File: src/design/lnf_pkg.sv
package lnf_pkg;

  localparam int NUM_DIRS = 26;
  localparam int MASK_BITS = 64;

  // Position of a candidate cell along one axis, relative to the node.
  localparam logic [1:0] IDX_NEG = 2'd0;
  localparam logic [1:0] IDX_MID = 2'd1;
  localparam logic [1:0] IDX_POS = 2'd2;

  localparam logic signed [1:0] OFF_ZERO = 2'sb00;
  localparam logic signed [1:0] OFF_POS  = 2'sb01;
  localparam logic signed [1:0] OFF_NEG  = 2'sb11;

  typedef enum logic [1:0] {
    REG_EXTENT_X = 2'd0,
    REG_EXTENT_Y = 2'd1,
    REG_EXTENT_Z = 2'd2
  } lnf_reg_e;

  typedef struct packed {
    logic              found;
    logic signed [1:0] off_x;
    logic signed [1:0] off_y;
    logic signed [1:0] off_z;
  } lnf_sel_t;

  // Candidate directions in priority order: W, E, S, N, B, T, NW, NE, SW, SE,
  // BW, BE, BS, BN, TW, TE, TS, TN, TNW, TNE, TSE, TSW, BNW, BNE, BSE, BSW.
  localparam logic [1:0] DIR_IX [NUM_DIRS] = '{
    2'd0, 2'd2, 2'd1, 2'd1, 2'd1, 2'd1,
    2'd0, 2'd2, 2'd0, 2'd2,
    2'd0, 2'd2, 2'd1, 2'd1,
    2'd0, 2'd2, 2'd1, 2'd1,
    2'd0, 2'd2, 2'd2, 2'd0,
    2'd0, 2'd2, 2'd2, 2'd0
  };

  localparam logic [1:0] DIR_IY [NUM_DIRS] = '{
    2'd1, 2'd1, 2'd0, 2'd2, 2'd1, 2'd1,
    2'd2, 2'd2, 2'd0, 2'd0,
    2'd1, 2'd1, 2'd0, 2'd2,
    2'd1, 2'd1, 2'd0, 2'd2,
    2'd2, 2'd2, 2'd0, 2'd0,
    2'd2, 2'd2, 2'd0, 2'd0
  };

  localparam logic [1:0] DIR_IZ [NUM_DIRS] = '{
    2'd1, 2'd1, 2'd1, 2'd1, 2'd0, 2'd2,
    2'd1, 2'd1, 2'd1, 2'd1,
    2'd0, 2'd0, 2'd0, 2'd0,
    2'd2, 2'd2, 2'd2, 2'd2,
    2'd2, 2'd2, 2'd2, 2'd2,
    2'd0, 2'd0, 2'd0, 2'd0
  };

  // Bits of the neighbourhood mask covered by the 2x2x2 cell with base (bx, by, bz).
  function automatic logic [MASK_BITS-1:0] cell_mask(logic [1:0] bx, logic [1:0] by,
                                                      logic [1:0] bz);
    logic [MASK_BITS-1:0] m;
    logic [5:0]           bit_idx;
    m = '0;
    for (int k = 0; k < 2; k++) begin
      for (int j = 0; j < 2; j++) begin
        for (int i = 0; i < 2; i++) begin
          bit_idx = {bz + 2'(k), by + 2'(j), bx + 2'(i)};
          m[bit_idx] = 1'b1;
        end
      end
    end
    return m;
  endfunction

  // A cell on the negative side gives a positive offset, and the reverse.
  function automatic logic signed [1:0] idx_to_off(logic [1:0] idx);
    logic signed [1:0] off;
    case (idx)
      IDX_NEG: off = OFF_POS;
      IDX_POS: off = OFF_NEG;
      default: off = OFF_ZERO;
    endcase
    return off;
  endfunction

endpackage

File: src/design/lattice_neighbor_cell_finder_unit.sv
// Neighbour cell finder: a request (node coordinates and the solid mask of its
// 4x4x4 neighbourhood) is accepted on any clock edge with start_i high, since
// busy_o never rises, so one request per cycle is sustained. The request passes
// through an input register and a result register, and its result appears on
// the result ports with done_o high for exactly one cycle, in request order. The
// receiver cannot stall the result, so it must take it in that cycle. Grid
// extents sit at APB byte addresses 0, 4 and 8 (x, y, z), reset to
// 2**COORD_BITS, and should only be written while no request is in flight.
module lattice_neighbor_cell_finder_unit #(
  parameter int COORD_BITS = 10
) (
  input  logic                           clk_i,
  input  logic                           rst_ni,
  input  logic                           psel,
  input  logic                           penable,
  input  logic                           pwrite,
  input  logic [3:0]                     paddr,
  input  logic [31:0]                    pwdata,
  output logic [31:0]                    prdata,
  output logic                           pready,
  input  logic                           start_i,
  output logic                           busy_o,
  input  logic [COORD_BITS-1:0]          node_x_i,
  input  logic [COORD_BITS-1:0]          node_y_i,
  input  logic [COORD_BITS-1:0]          node_z_i,
  input  logic [lnf_pkg::MASK_BITS-1:0]  solid_mask_i,
  output logic                           done_o,
  output logic                           found_o,
  output logic signed [1:0]              offset_x_o,
  output logic signed [1:0]              offset_y_o,
  output logic signed [1:0]              offset_z_o,
  output logic [COORD_BITS-1:0]          cell_x_o,
  output logic [COORD_BITS-1:0]          cell_y_o,
  output logic [COORD_BITS-1:0]          cell_z_o
);
  import lnf_pkg::*;

  logic [COORD_BITS:0]     extent_x, extent_y, extent_z;
  logic                    in_valid_q;
  logic [COORD_BITS-1:0]   node_x_q, node_y_q, node_z_q;
  logic [MASK_BITS-1:0]    mask_q;
  logic [2:0]              ok_x, ok_y, ok_z;
  lnf_sel_t                sel;
  logic                    done_q;
  logic                    found_q;
  logic signed [1:0]       off_x_q, off_y_q, off_z_q;
  logic [COORD_BITS-1:0]   cell_x_q, cell_y_q, cell_z_q;
  logic [COORD_BITS-1:0]   cell_x_d, cell_y_d, cell_z_d;

  function automatic logic [COORD_BITS-1:0] cell_coord(logic [COORD_BITS-1:0] n,
                                                        logic signed [1:0] off);
    logic [COORD_BITS-1:0] c;
    case (off)
      OFF_POS: c = n - COORD_BITS'(1);
      OFF_NEG: c = n + COORD_BITS'(1);
      default: c = n;
    endcase
    return c;
  endfunction

  lnf_cfg_regs #(
    .COORD_BITS(COORD_BITS)
  ) u_cfg_regs (
    .clk_i      (clk_i),
    .rst_ni     (rst_ni),
    .psel       (psel),
    .penable    (penable),
    .pwrite     (pwrite),
    .paddr      (paddr),
    .pwdata     (pwdata),
    .prdata     (prdata),
    .pready     (pready),
    .extent_x_o (extent_x),
    .extent_y_o (extent_y),
    .extent_z_o (extent_z)
  );

  assign busy_o = 1'b0;

  always_ff @(posedge clk_i or negedge rst_ni) begin
    if (!rst_ni) begin
      in_valid_q <= 1'b0;
      done_q     <= 1'b0;
    end else begin
      in_valid_q <= start_i;
      done_q     <= in_valid_q;
    end
  end

  always_ff @(posedge clk_i) begin
    node_x_q <= node_x_i;
    node_y_q <= node_y_i;
    node_z_q <= node_z_i;
    mask_q   <= solid_mask_i;
  end

  lnf_axis_check #(.COORD_BITS(COORD_BITS)) u_axis_x (
    .node_i   (node_x_q),
    .extent_i (extent_x),
    .ok_o     (ok_x)
  );

  lnf_axis_check #(.COORD_BITS(COORD_BITS)) u_axis_y (
    .node_i   (node_y_q),
    .extent_i (extent_y),
    .ok_o     (ok_y)
  );

  lnf_axis_check #(.COORD_BITS(COORD_BITS)) u_axis_z (
    .node_i   (node_z_q),
    .extent_i (extent_z),
    .ok_o     (ok_z)
  );

  lnf_dir_select u_dir_select (
    .ok_x_i (ok_x),
    .ok_y_i (ok_y),
    .ok_z_i (ok_z),
    .mask_i (mask_q),
    .sel_o  (sel)
  );

  always_comb begin
    cell_x_d = sel.found ? cell_coord(node_x_q, sel.off_x) : '0;
    cell_y_d = sel.found ? cell_coord(node_y_q, sel.off_y) : '0;
    cell_z_d = sel.found ? cell_coord(node_z_q, sel.off_z) : '0;
  end

  always_ff @(posedge clk_i) begin
    found_q  <= sel.found;
    off_x_q  <= sel.off_x;
    off_y_q  <= sel.off_y;
    off_z_q  <= sel.off_z;
    cell_x_q <= cell_x_d;
    cell_y_q <= cell_y_d;
    cell_z_q <= cell_z_d;
  end

  assign done_o     = done_q;
  assign found_o    = found_q;
  assign offset_x_o = off_x_q;
  assign offset_y_o = off_y_q;
  assign offset_z_o = off_z_q;
  assign cell_x_o   = cell_x_q;
  assign cell_y_o   = cell_y_q;
  assign cell_z_o   = cell_z_q;

  a_done_follows_start: assert property (@(posedge clk_i) disable iff (!rst_ni)
    done_o |-> $past(start_i, 2))
    else $error("result strobe without a matching request");

  a_miss_is_zero: assert property (@(posedge clk_i) disable iff (!rst_ni)
    (done_o && !found_o) |-> (offset_x_o == OFF_ZERO && offset_y_o == OFF_ZERO &&
                              offset_z_o == OFF_ZERO && cell_x_o == '0 &&
                              cell_y_o == '0 && cell_z_o == '0))
    else $error("result fields not cleared when no cell was found");

  a_hit_has_offset: assert property (@(posedge clk_i) disable iff (!rst_ni)
    (done_o && found_o) |-> !(offset_x_o == OFF_ZERO && offset_y_o == OFF_ZERO &&
                              offset_z_o == OFF_ZERO))
    else $error("found cell without a direction");

  a_cell_x_west: assert property (@(posedge clk_i) disable iff (!rst_ni)
    (done_o && found_o && offset_x_o == OFF_POS) |->
      ((cell_x_o + COORD_BITS'(1)) == $past(node_x_i, 2)))
    else $error("cell origin x does not match the node and offset");

endmodule

File: src/design/lnf_cfg_regs.sv
module lnf_cfg_regs #(
  parameter int COORD_BITS = 10
) (
  input  logic                  clk_i,
  input  logic                  rst_ni,
  input  logic                  psel,
  input  logic                  penable,
  input  logic                  pwrite,
  input  logic [3:0]            paddr,
  input  logic [31:0]           pwdata,
  output logic [31:0]           prdata,
  output logic                  pready,
  output logic [COORD_BITS:0]   extent_x_o,
  output logic [COORD_BITS:0]   extent_y_o,
  output logic [COORD_BITS:0]   extent_z_o
);
  import lnf_pkg::*;

  localparam logic [COORD_BITS:0] ExtentReset = {1'b1, {COORD_BITS{1'b0}}};

  logic [COORD_BITS:0] extent_x_q, extent_y_q, extent_z_q;
  logic [COORD_BITS:0] extent_x_d, extent_y_d, extent_z_d;
  logic                wr_en;
  logic [COORD_BITS:0] rd_val;

  assign pready = 1'b1;
  assign wr_en  = psel && penable && pwrite;

  always_comb begin
    extent_x_d = extent_x_q;
    extent_y_d = extent_y_q;
    extent_z_d = extent_z_q;
    if (wr_en) begin
      case (paddr[3:2])
        REG_EXTENT_X: extent_x_d = pwdata[COORD_BITS:0];
        REG_EXTENT_Y: extent_y_d = pwdata[COORD_BITS:0];
        REG_EXTENT_Z: extent_z_d = pwdata[COORD_BITS:0];
        default: ;
      endcase
    end
  end

  always_ff @(posedge clk_i or negedge rst_ni) begin
    if (!rst_ni) begin
      extent_x_q <= ExtentReset;
      extent_y_q <= ExtentReset;
      extent_z_q <= ExtentReset;
    end else begin
      extent_x_q <= extent_x_d;
      extent_y_q <= extent_y_d;
      extent_z_q <= extent_z_d;
    end
  end

  always_comb begin
    case (paddr[3:2])
      REG_EXTENT_X: rd_val = extent_x_q;
      REG_EXTENT_Y: rd_val = extent_y_q;
      REG_EXTENT_Z: rd_val = extent_z_q;
      default:      rd_val = '0;
    endcase
  end

  assign prdata     = 32'(rd_val);
  assign extent_x_o = extent_x_q;
  assign extent_y_o = extent_y_q;
  assign extent_z_o = extent_z_q;

endmodule

File: src/design/lnf_axis_check.sv
module lnf_axis_check #(
  parameter int COORD_BITS = 10
) (
  input  logic [COORD_BITS-1:0] node_i,
  input  logic [COORD_BITS:0]   extent_i,
  output logic [2:0]            ok_o
);
  import lnf_pkg::*;

  localparam int W = COORD_BITS + 2;

  logic [W-1:0] node_w;
  logic [W-1:0] ext_w;

  assign node_w = {2'b00, node_i};
  assign ext_w  = {1'b0, extent_i};

  // The corner tested is node - 1, node or node + 2, depending on the side.
  assign ok_o[IDX_NEG] = (node_i != '0) && ((node_w - W'(1)) < ext_w);
  assign ok_o[IDX_MID] = node_w < ext_w;
  assign ok_o[IDX_POS] = (node_w + W'(2)) < ext_w;

endmodule

File: src/design/lnf_dir_select.sv
module lnf_dir_select (
  input  logic [2:0]                  ok_x_i,
  input  logic [2:0]                  ok_y_i,
  input  logic [2:0]                  ok_z_i,
  input  logic [lnf_pkg::MASK_BITS-1:0] mask_i,
  output lnf_pkg::lnf_sel_t           sel_o
);
  import lnf_pkg::*;

  logic [NUM_DIRS-1:0] cand;

  always_comb begin
    for (int d = 0; d < NUM_DIRS; d++) begin
      cand[d] = ok_x_i[DIR_IX[d]] && ok_y_i[DIR_IY[d]] && ok_z_i[DIR_IZ[d]] &&
                !(|(mask_i & cell_mask(DIR_IX[d], DIR_IY[d], DIR_IZ[d])));
    end
  end

  // The first usable direction in priority order wins.
  always_comb begin
    sel_o = '0;
    for (int d = NUM_DIRS - 1; d >= 0; d--) begin
      if (cand[d]) begin
        sel_o.found = 1'b1;
        sel_o.off_x = idx_to_off(DIR_IX[d]);
        sel_o.off_y = idx_to_off(DIR_IY[d]);
        sel_o.off_z = idx_to_off(DIR_IZ[d]);
      end
    end
  end

endmodule

File: config.mk
export PLATFORM = sky130hd
export DESIGN_NAME = lattice_neighbor_cell_finder_unit
export DESIGN_NICKNAME = d
export VERILOG_FILES = /design/src/design/lnf_pkg.sv /design/src/design/lattice_neighbor_cell_finder_unit.sv /design/src/design/lnf_cfg_regs.sv /design/src/design/lnf_axis_check.sv /design/src/design/lnf_dir_select.sv
export SDC_FILE = /design/constraint.sdc
export NUM_CORES = 1
export LEC_CHECK = 0
export ABC_AREA = 1
export BUFFER_PORTS_ARGS = -buffer_cell sky130_fd_sc_hd__buf_4
export CORE_UTILIZATION = 35
export CTS_BUF_LIST = sky130_fd_sc_hd__clkbuf_2 sky130_fd_sc_hd__clkbuf_4 sky130_fd_sc_hd__clkbuf_8
export CTS_CLUSTER_DIAMETER = 80
export DETAILED_ROUTE_END_ITERATION = 8
export PLACE_DENSITY_LB_ADDON = 0.08
export SLEW_MARGIN = 40
export SYNTH_ARGS = -nofsm -noshare
export SYNTH_HDL_FRONTEND = slang
export SYNTH_SLANG_ARGS = --single-unit
File: constraint.sdc
create_clock -name clk_i -period 13.04 [get_ports clk_i]
set_input_delay 1.304 -clock clk_i [delete_from_list [all_inputs] [get_ports clk_i]]
set_output_delay 1.304 -clock clk_i [all_outputs]
set_load 0.05 [all_outputs]
# Yosys cells after proc, flatten, opt, wreduce, memory -nomap -nowiden
# Cells that the tools add are included.
dict set report word_totals {
  register_bits 166
  elab_cells 200
  in_bits 136
  out_inout_bits 72
}
dict set report classes {
  n_addsub 12
  eq_ne 8
  mux 30
  magnitude_cmp 9
  reduce_logical 125
}
# op n
set ops {}
lappend ops {{8-bit OR reduction} 26}
lappend ops {{7-bit 2-to-1 mux} 26}
lappend ops {{12-bit by 11-bit < comparator with 1-bit output} 6}
lappend ops {{1-bit logical AND} 66}
lappend ops {{10-bit one-hot mux with 2 select lines} 3}
lappend ops {{10-bit by 2-bit adder with 11-bit output (second input constant)} 3}
lappend ops {{10-bit by 11-bit < comparator with 1-bit output} 3}
lappend ops {{11-bit one-hot mux with 3 select lines} 1}
lappend ops {{10-bit by 1-bit subtractor with 11-bit output (second input constant)} 3}
lappend ops {{10-bit by 1-bit adder with 10-bit output (second input constant)} 3}
lappend ops {{10-bit nonzero test} 3}
lappend ops {{10-bit by 1-bit subtractor with 10-bit output (second input constant)} 3}
lappend ops {{1-bit logical NOT} 26}
lappend ops {{2-bit by 1-bit equality test with 1-bit output (second input constant)} 4}
lappend ops {{2-bit equality test (second input constant)} 4}
lappend ops {{2-bit AND reduction} 3}
lappend ops {{2-bit logical NOT} 1}

# Logic depth before layout (Yosys ltp)
dict set report logic_depth {
  word_depth 34
  mapped_depth 47
  mapped_depth_nobuf 47
}

# By module
# From an unflattened synthesis, not the netlist that was laid out.
dict set report hier_totals {
  hier_cells 1475
  hier_area_um2 10616.4
}
# module seq_area_each_um2 cells_per_inst area_each_um2 n_inst
set by_module_without_submodules {}
lappend by_module_without_submodules {lattice_neighbor_cell_finder_unit 2672.6 498 4579.4 1}
lappend by_module_without_submodules {{lnf_axis_check (u_axis_y ...)} 0.0 168 1076.0 2}
lappend by_module_without_submodules {lnf_cfg_regs 829.5 227 1717.9 1}
lappend by_module_without_submodules {{lnf_axis_check (u_axis_x)} 0.0 179 1113.6 1}
lappend by_module_without_submodules {lnf_dir_select 0.0 235 1053.5 1}

# Least setup slack after synthesis
# No wires, ideal clock.
dict set report synth_timing {
  path_kind {register to register}
  start {register node_z_q[1]}
  end {register cell_x_q[9], in the netlist cell_x_o[9]}
  t_required_ps 12927
  setup_slack_ps 7840
  path_stages_with_launch 48
  period_less_slack_ps 5200
  arrival_ps 5088
  path_cell_list {dfxtp_1 -> inv_1 -> ha_1 -> nand2_1 -> nand3_1 -> or2_2 -> nor2_1 -> nand3_1 -> xor2_1 -> ha_1 -> nand2_1 -> inv_1 -> o21ai_0 -> nand2_1 -> nor2_1 -> nand2_2 -> nor2_1 -> nand2_1 -> [12 not listed] -> nand2_1 -> nand2_1 -> ha_1 -> a21oi_1 -> and2_1 -> o21ai_0 -> a21oi_1 -> inv_1 -> a21oi_1 -> nor2_1 -> nor2_1 -> nor2_1 -> nor2_1 -> nand3_1 -> nand2_1 -> nor2_1 -> nor2_1 -> nor2_1}
}
dict set report synth_via {
  elab_chain_len 33
  word_cells_on_any_way 88
  classes_between {add/sub: 2; order compare: 3; eq/ne: 2; mux: 27; reduce/logical: 54}
}
# item line
set synth_rtl {}
lappend synth_rtl {{start, declared} lattice_neighbor_cell_finder_unit.sv:40} ;# logic [COORD_BITS-1:0] node_x_q, node_y_q, node_z_q;
lappend synth_rtl {{start signal, assigned} lattice_neighbor_cell_finder_unit.sv:93} ;# node_z_q <= node_z_i;
lappend synth_rtl {{10-bit by 1-bit subtractor with 11-bit output} lnf_axis_check.sv:19} ;# assign ok_o[IDX_NEG] = (node_i != '0) && ((node_w - W'(1)) < ext_w);
lappend synth_rtl {{12-bit by 11-bit < comparator with 1-bit output} lnf_axis_check.sv:19}
lappend synth_rtl {{1-bit logical AND} lnf_axis_check.sv:19}
lappend synth_rtl {{1-bit logical AND (2 in series)} lnf_dir_select.sv:14} ;# cand[d] = ok_x_i[DIR_IX[d]] && ok_y_i[DIR_IY[d]] && ok_z_i[DIR_IZ[d]] &&
lappend synth_rtl {{7-bit 2-to-1 mux (25 in series)} lnf_dir_select.sv:23} ;# if (cand[d]) begin
lappend synth_rtl {{7-bit 2-to-1 mux (*)} lnf_dir_select.sv:23}
lappend synth_rtl {{2-bit equality test or 2-bit by 1-bit equality test with 1-bit output (tied branches)} lattice_neighbor_cell_finder_unit.sv:53} ;# case (off)
lappend synth_rtl {{10-bit one-hot mux with 2 select lines} lattice_neighbor_cell_finder_unit.sv:53}
lappend synth_rtl {{end signal, assigned} lattice_neighbor_cell_finder_unit.sv:134} ;# cell_x_q <= cell_x_d;
lappend synth_rtl {{end, declared} lattice_neighbor_cell_finder_unit.sv:47} ;# logic [COORD_BITS-1:0] cell_x_q, cell_y_q, cell_z_q;
# Every way passes the cells marked *; elsewhere a longest branch is shown, timed or not.
# A chain may end at the register's enable or synchronous reset.

# Worst setup path after layout
# Same ends and word-level chain as after synthesis.

==> impl_metrics.py <==
metrics = {
    "outcome": {
        "status": "completed",
    },
    "sta": {
        "fin_setup_tns_ns": 0,
        "tightest_slew_ns": 0.711,
        "grt_setup_unrepaired": "false",
        "finalCritPeriodShare_pct": 49.1,
        "fmax_mhz": 156,
        "final-max-slew-violation-count": 0,
        "setup-violations-final": 0,
        "clock_skew_ns": 0.0344,
        "setup_slack_ns": 6.64,
        "worst_slew_margin_rel_pct": 52.5,
        "min_period_ns": 6.40,
        "finalHoldViolCount": 0,
    },
    "final_layout": {
        "fillers": 2882,
        "nNetsFinal": 1680,
        "finalInstanceArea_sq_um": 11700,
        "layout_common_cells": "nand2_1 (249), buf_4 (162), inv_1 (155), dfxtp_1 (131), ha_1 (120)",
        "final_cell_count_no_fill": 1806,
        "syn_to_final_growth_pct": 19.9,
        "seq_area_sq_um": 3500,
        "multi_input_area_sq_um": 5450,
        "antenna_cells": 0,
        "drive_gt1_share_pct": 18.6,
        "final_common_cell": "nand2_1",
    },
    "floorplanning": {
        "die_w_microns": 169,
        "die_area_sq_um": 28700,
        "start_util_pct": 36.0,
        "coreArea_sq_um": 27200,
        "rows": 60,
        "die_y_microns": 169,
        "boundaryPins": 208,
    },
    "flow_run": {
        "drv_cap": 0,
    },
    "power_and_ir_drop": {
        "p_leak_nw": 5.84,
        "total_power_mw": 1.39,
        "p_per_area_nw_per_um2": 118,
        "ir_worst_vdd_v": 0.0000585,
    },
    "synthesis": {
        "ys_ff_latch": 166,
        "async_flop_share_pct": 21.1,
        "synth_top_area_share_pct": 26.8,
        "seq_area_frac_synth_pct": 35.8,
        "ys_top_cells_by_area": "dfxtp_1 (27%), ha_1 (15%), nand2_1 (9.5%)",
        "yosysUniqueCellTypes": 48,
        "netlist_area_sq_um": 9790,
        "syn_area_per_cell_sq_um": 7.80,
        "yosys.area.top_type": "dfxtp_1",
        "yosysWarningCount": 0,
        "synthCells": 1256,
        "synth-edff-count": 0,
        "synth_ff_type": "dfxtp_1",
    },
    "clocking": {
        "clk_pin_slew_worst_paths_ns": 0.12,
        "htreeDepth": 4,
        "clock_path_buffers": 2,
        "cts-buffers-inserted": 17,
        "post-cts-setup-buffers": 0,
        "cts_tree": "built",
        "cts-root-buf": "clkbuf_8",
        "clock_latency_ns": 0.49,
        "cts-resized-gates": 0,
        "hold_buffers": 0,
        "cts_num_sinks": 166,
    },
    "worst_setup_path": {
        "worstPathRequired_ns": 13.41,
        "worst-setup-path-type": "reg2reg",
        "worst_path_max_delay_cell": "dfxtp_1",
        "cpMostUsedCell": "nand2_1",
        "slowest_delay_ns": 0.50,
        "arrival_ns": 6.77,
        "cp-start-kind": "register",
        "crit_fanout": 11,
        "end_kind": "register",
        "reg2reg_depth": 47,
    },
    "global_route": {
        "overflow": 0,
        "grt_pass1_wl_microns": 40800,
        "grt_pass1_vias": 7945,
        "grtUsageMet3_pct": 3.22,
        "top_usage_layer": "met2",
        "grt_max_degree": 36,
        "antenna_found_initial": 0,
        "grt_use_met2_pct": 30.3,
        "track_usage_pct": 18.4,
        "grt_util_met1_pct": 24.7,
    },
    "drt": {
        "viasPerCell": 4.54,
        "wl_microns": 25300,
        "wire_per_inst_microns": 14.0,
        "drc": 0,
        "ant_nets": 0,
        "vias": 8196,
        "first_pass_iters": 5,
        "drt-initial-drc-count": 398,
    },
    "placement": {
        "hpwlAfterDp_microns": 20300,
        "pre_cts_ws_ns": 6.67,
        "io_buffers": 161,
        "dp_cells": 1774,
        "place_congestion": 0.875,
        "post_dp_cell_area_sq_um": 11300,
    },
    "min_path": {
        "hp-class": "reg2reg",
        "hold_depth": 0,
    },
}
-- cell usage after synthesis, drive strengths merged (9+ instances only) --
library cell / number
nand3: 52
nor4: 9
dfxtp: 131
nand2: 260
o221ai: 10
dfrtp: 32
a21oi: 94
nand4: 15
ha: 120
nor3: 34
xor2: 53
nor2: 118
buf: 29
inv: 173
o21ai: 78
-- report_power, final --
group / internal, mW / switching [mW]
clock network: 0.155 / 0.253
logic: 0.142 / 0.254
registers: 0.549 / 0.0332
total: 0.846 / 0.541
-- sequential cells by signal, summed over array words and instances, names as in the netlist --
name / cells
cell_x_o: 10
cell_y_o: 10
cell_z_o: 10
done_o: 1
found_o: 1
in_valid_q: 1
mask_q: 64
node_x_q: 10
node_y_q: 10
node_z_q: 10
offset_x_o: 2
offset_y_o: 2
offset_z_o: 2
u_cfg_regs.extent_x_o: 11
u_cfg_regs.extent_y_o: 11
u_cfg_regs.extent_z_o: 11
-- critical path, delay by kind of cell (launching register included) --
kind,cells,cell delay [ns]
AOI/OAI and AO/OA,4,0.62
xor gates and xnor gates,1,0.16
adders and majority gates,3,0.98
buffers and inverters,2,0.21
DFF,1,0.50
and+or+nand+nor,37,3.84
-- worst paths after layout --
kind,end,slack [ns],start
hold / removal,done_o,0.36,in_valid_q
setup reg to reg,cell_x_o[9],6.64,node_z_q[1]
setup / recovery,cell_x_o[9],6.64,node_z_q[1]
min in group asynchronous,u_cfg_regs.extent_y_o[2],0.75,rst_ni
max in group asynchronous,u_cfg_regs.extent_x_o[10],11.89,rst_ni
hold reg to reg,done_o,0.36,in_valid_q
-- logic make-up (layout without fill, tap and decap cells) --
group | after synthesis | after routing | synth area share [%]
other | 2 | 23 | 0.0767
flip-flops | 166 | 166 | 35.8
buffers and inverters | 212 | 369 | 9.40
adder cells (fa/ha/maj) | 123 | 123 | 15.9
AO/OA/AOI/OAI | 193 | 193 | 11.1
AND/OR/NAND/NOR | 503 | 503 | 22.6
XOR/XNOR | 57 | 57 | 5.10
-- final cells by class --
class,instances,area share [%]
multi-input combinational,899,46.4
clock buffer,17,1.99
clock inverter,15,1.84
sequential,166,29.8
timing repair buffer,162,10.4
tap,372,3.96
inverter,175,5.59
-- per-stage QoR --
stage                     hold WS (ns)  util, %
final                            0.361     43.2
after global routing             0.382     43.2
after detailed placement         0.336     41.6
after global placement           0.335     41.5
after CTS                        0.362     43.2
after floorplan                  0.331        -
-- per-layer routing --
metal  up-vias  part of all wire, %
li1       4385                    -
met1      3634                   49
met2       163                   46
met3        14                  3.6
met4         0                  1.2
met5         -                    0
Power figures use the tool's default switching activity.
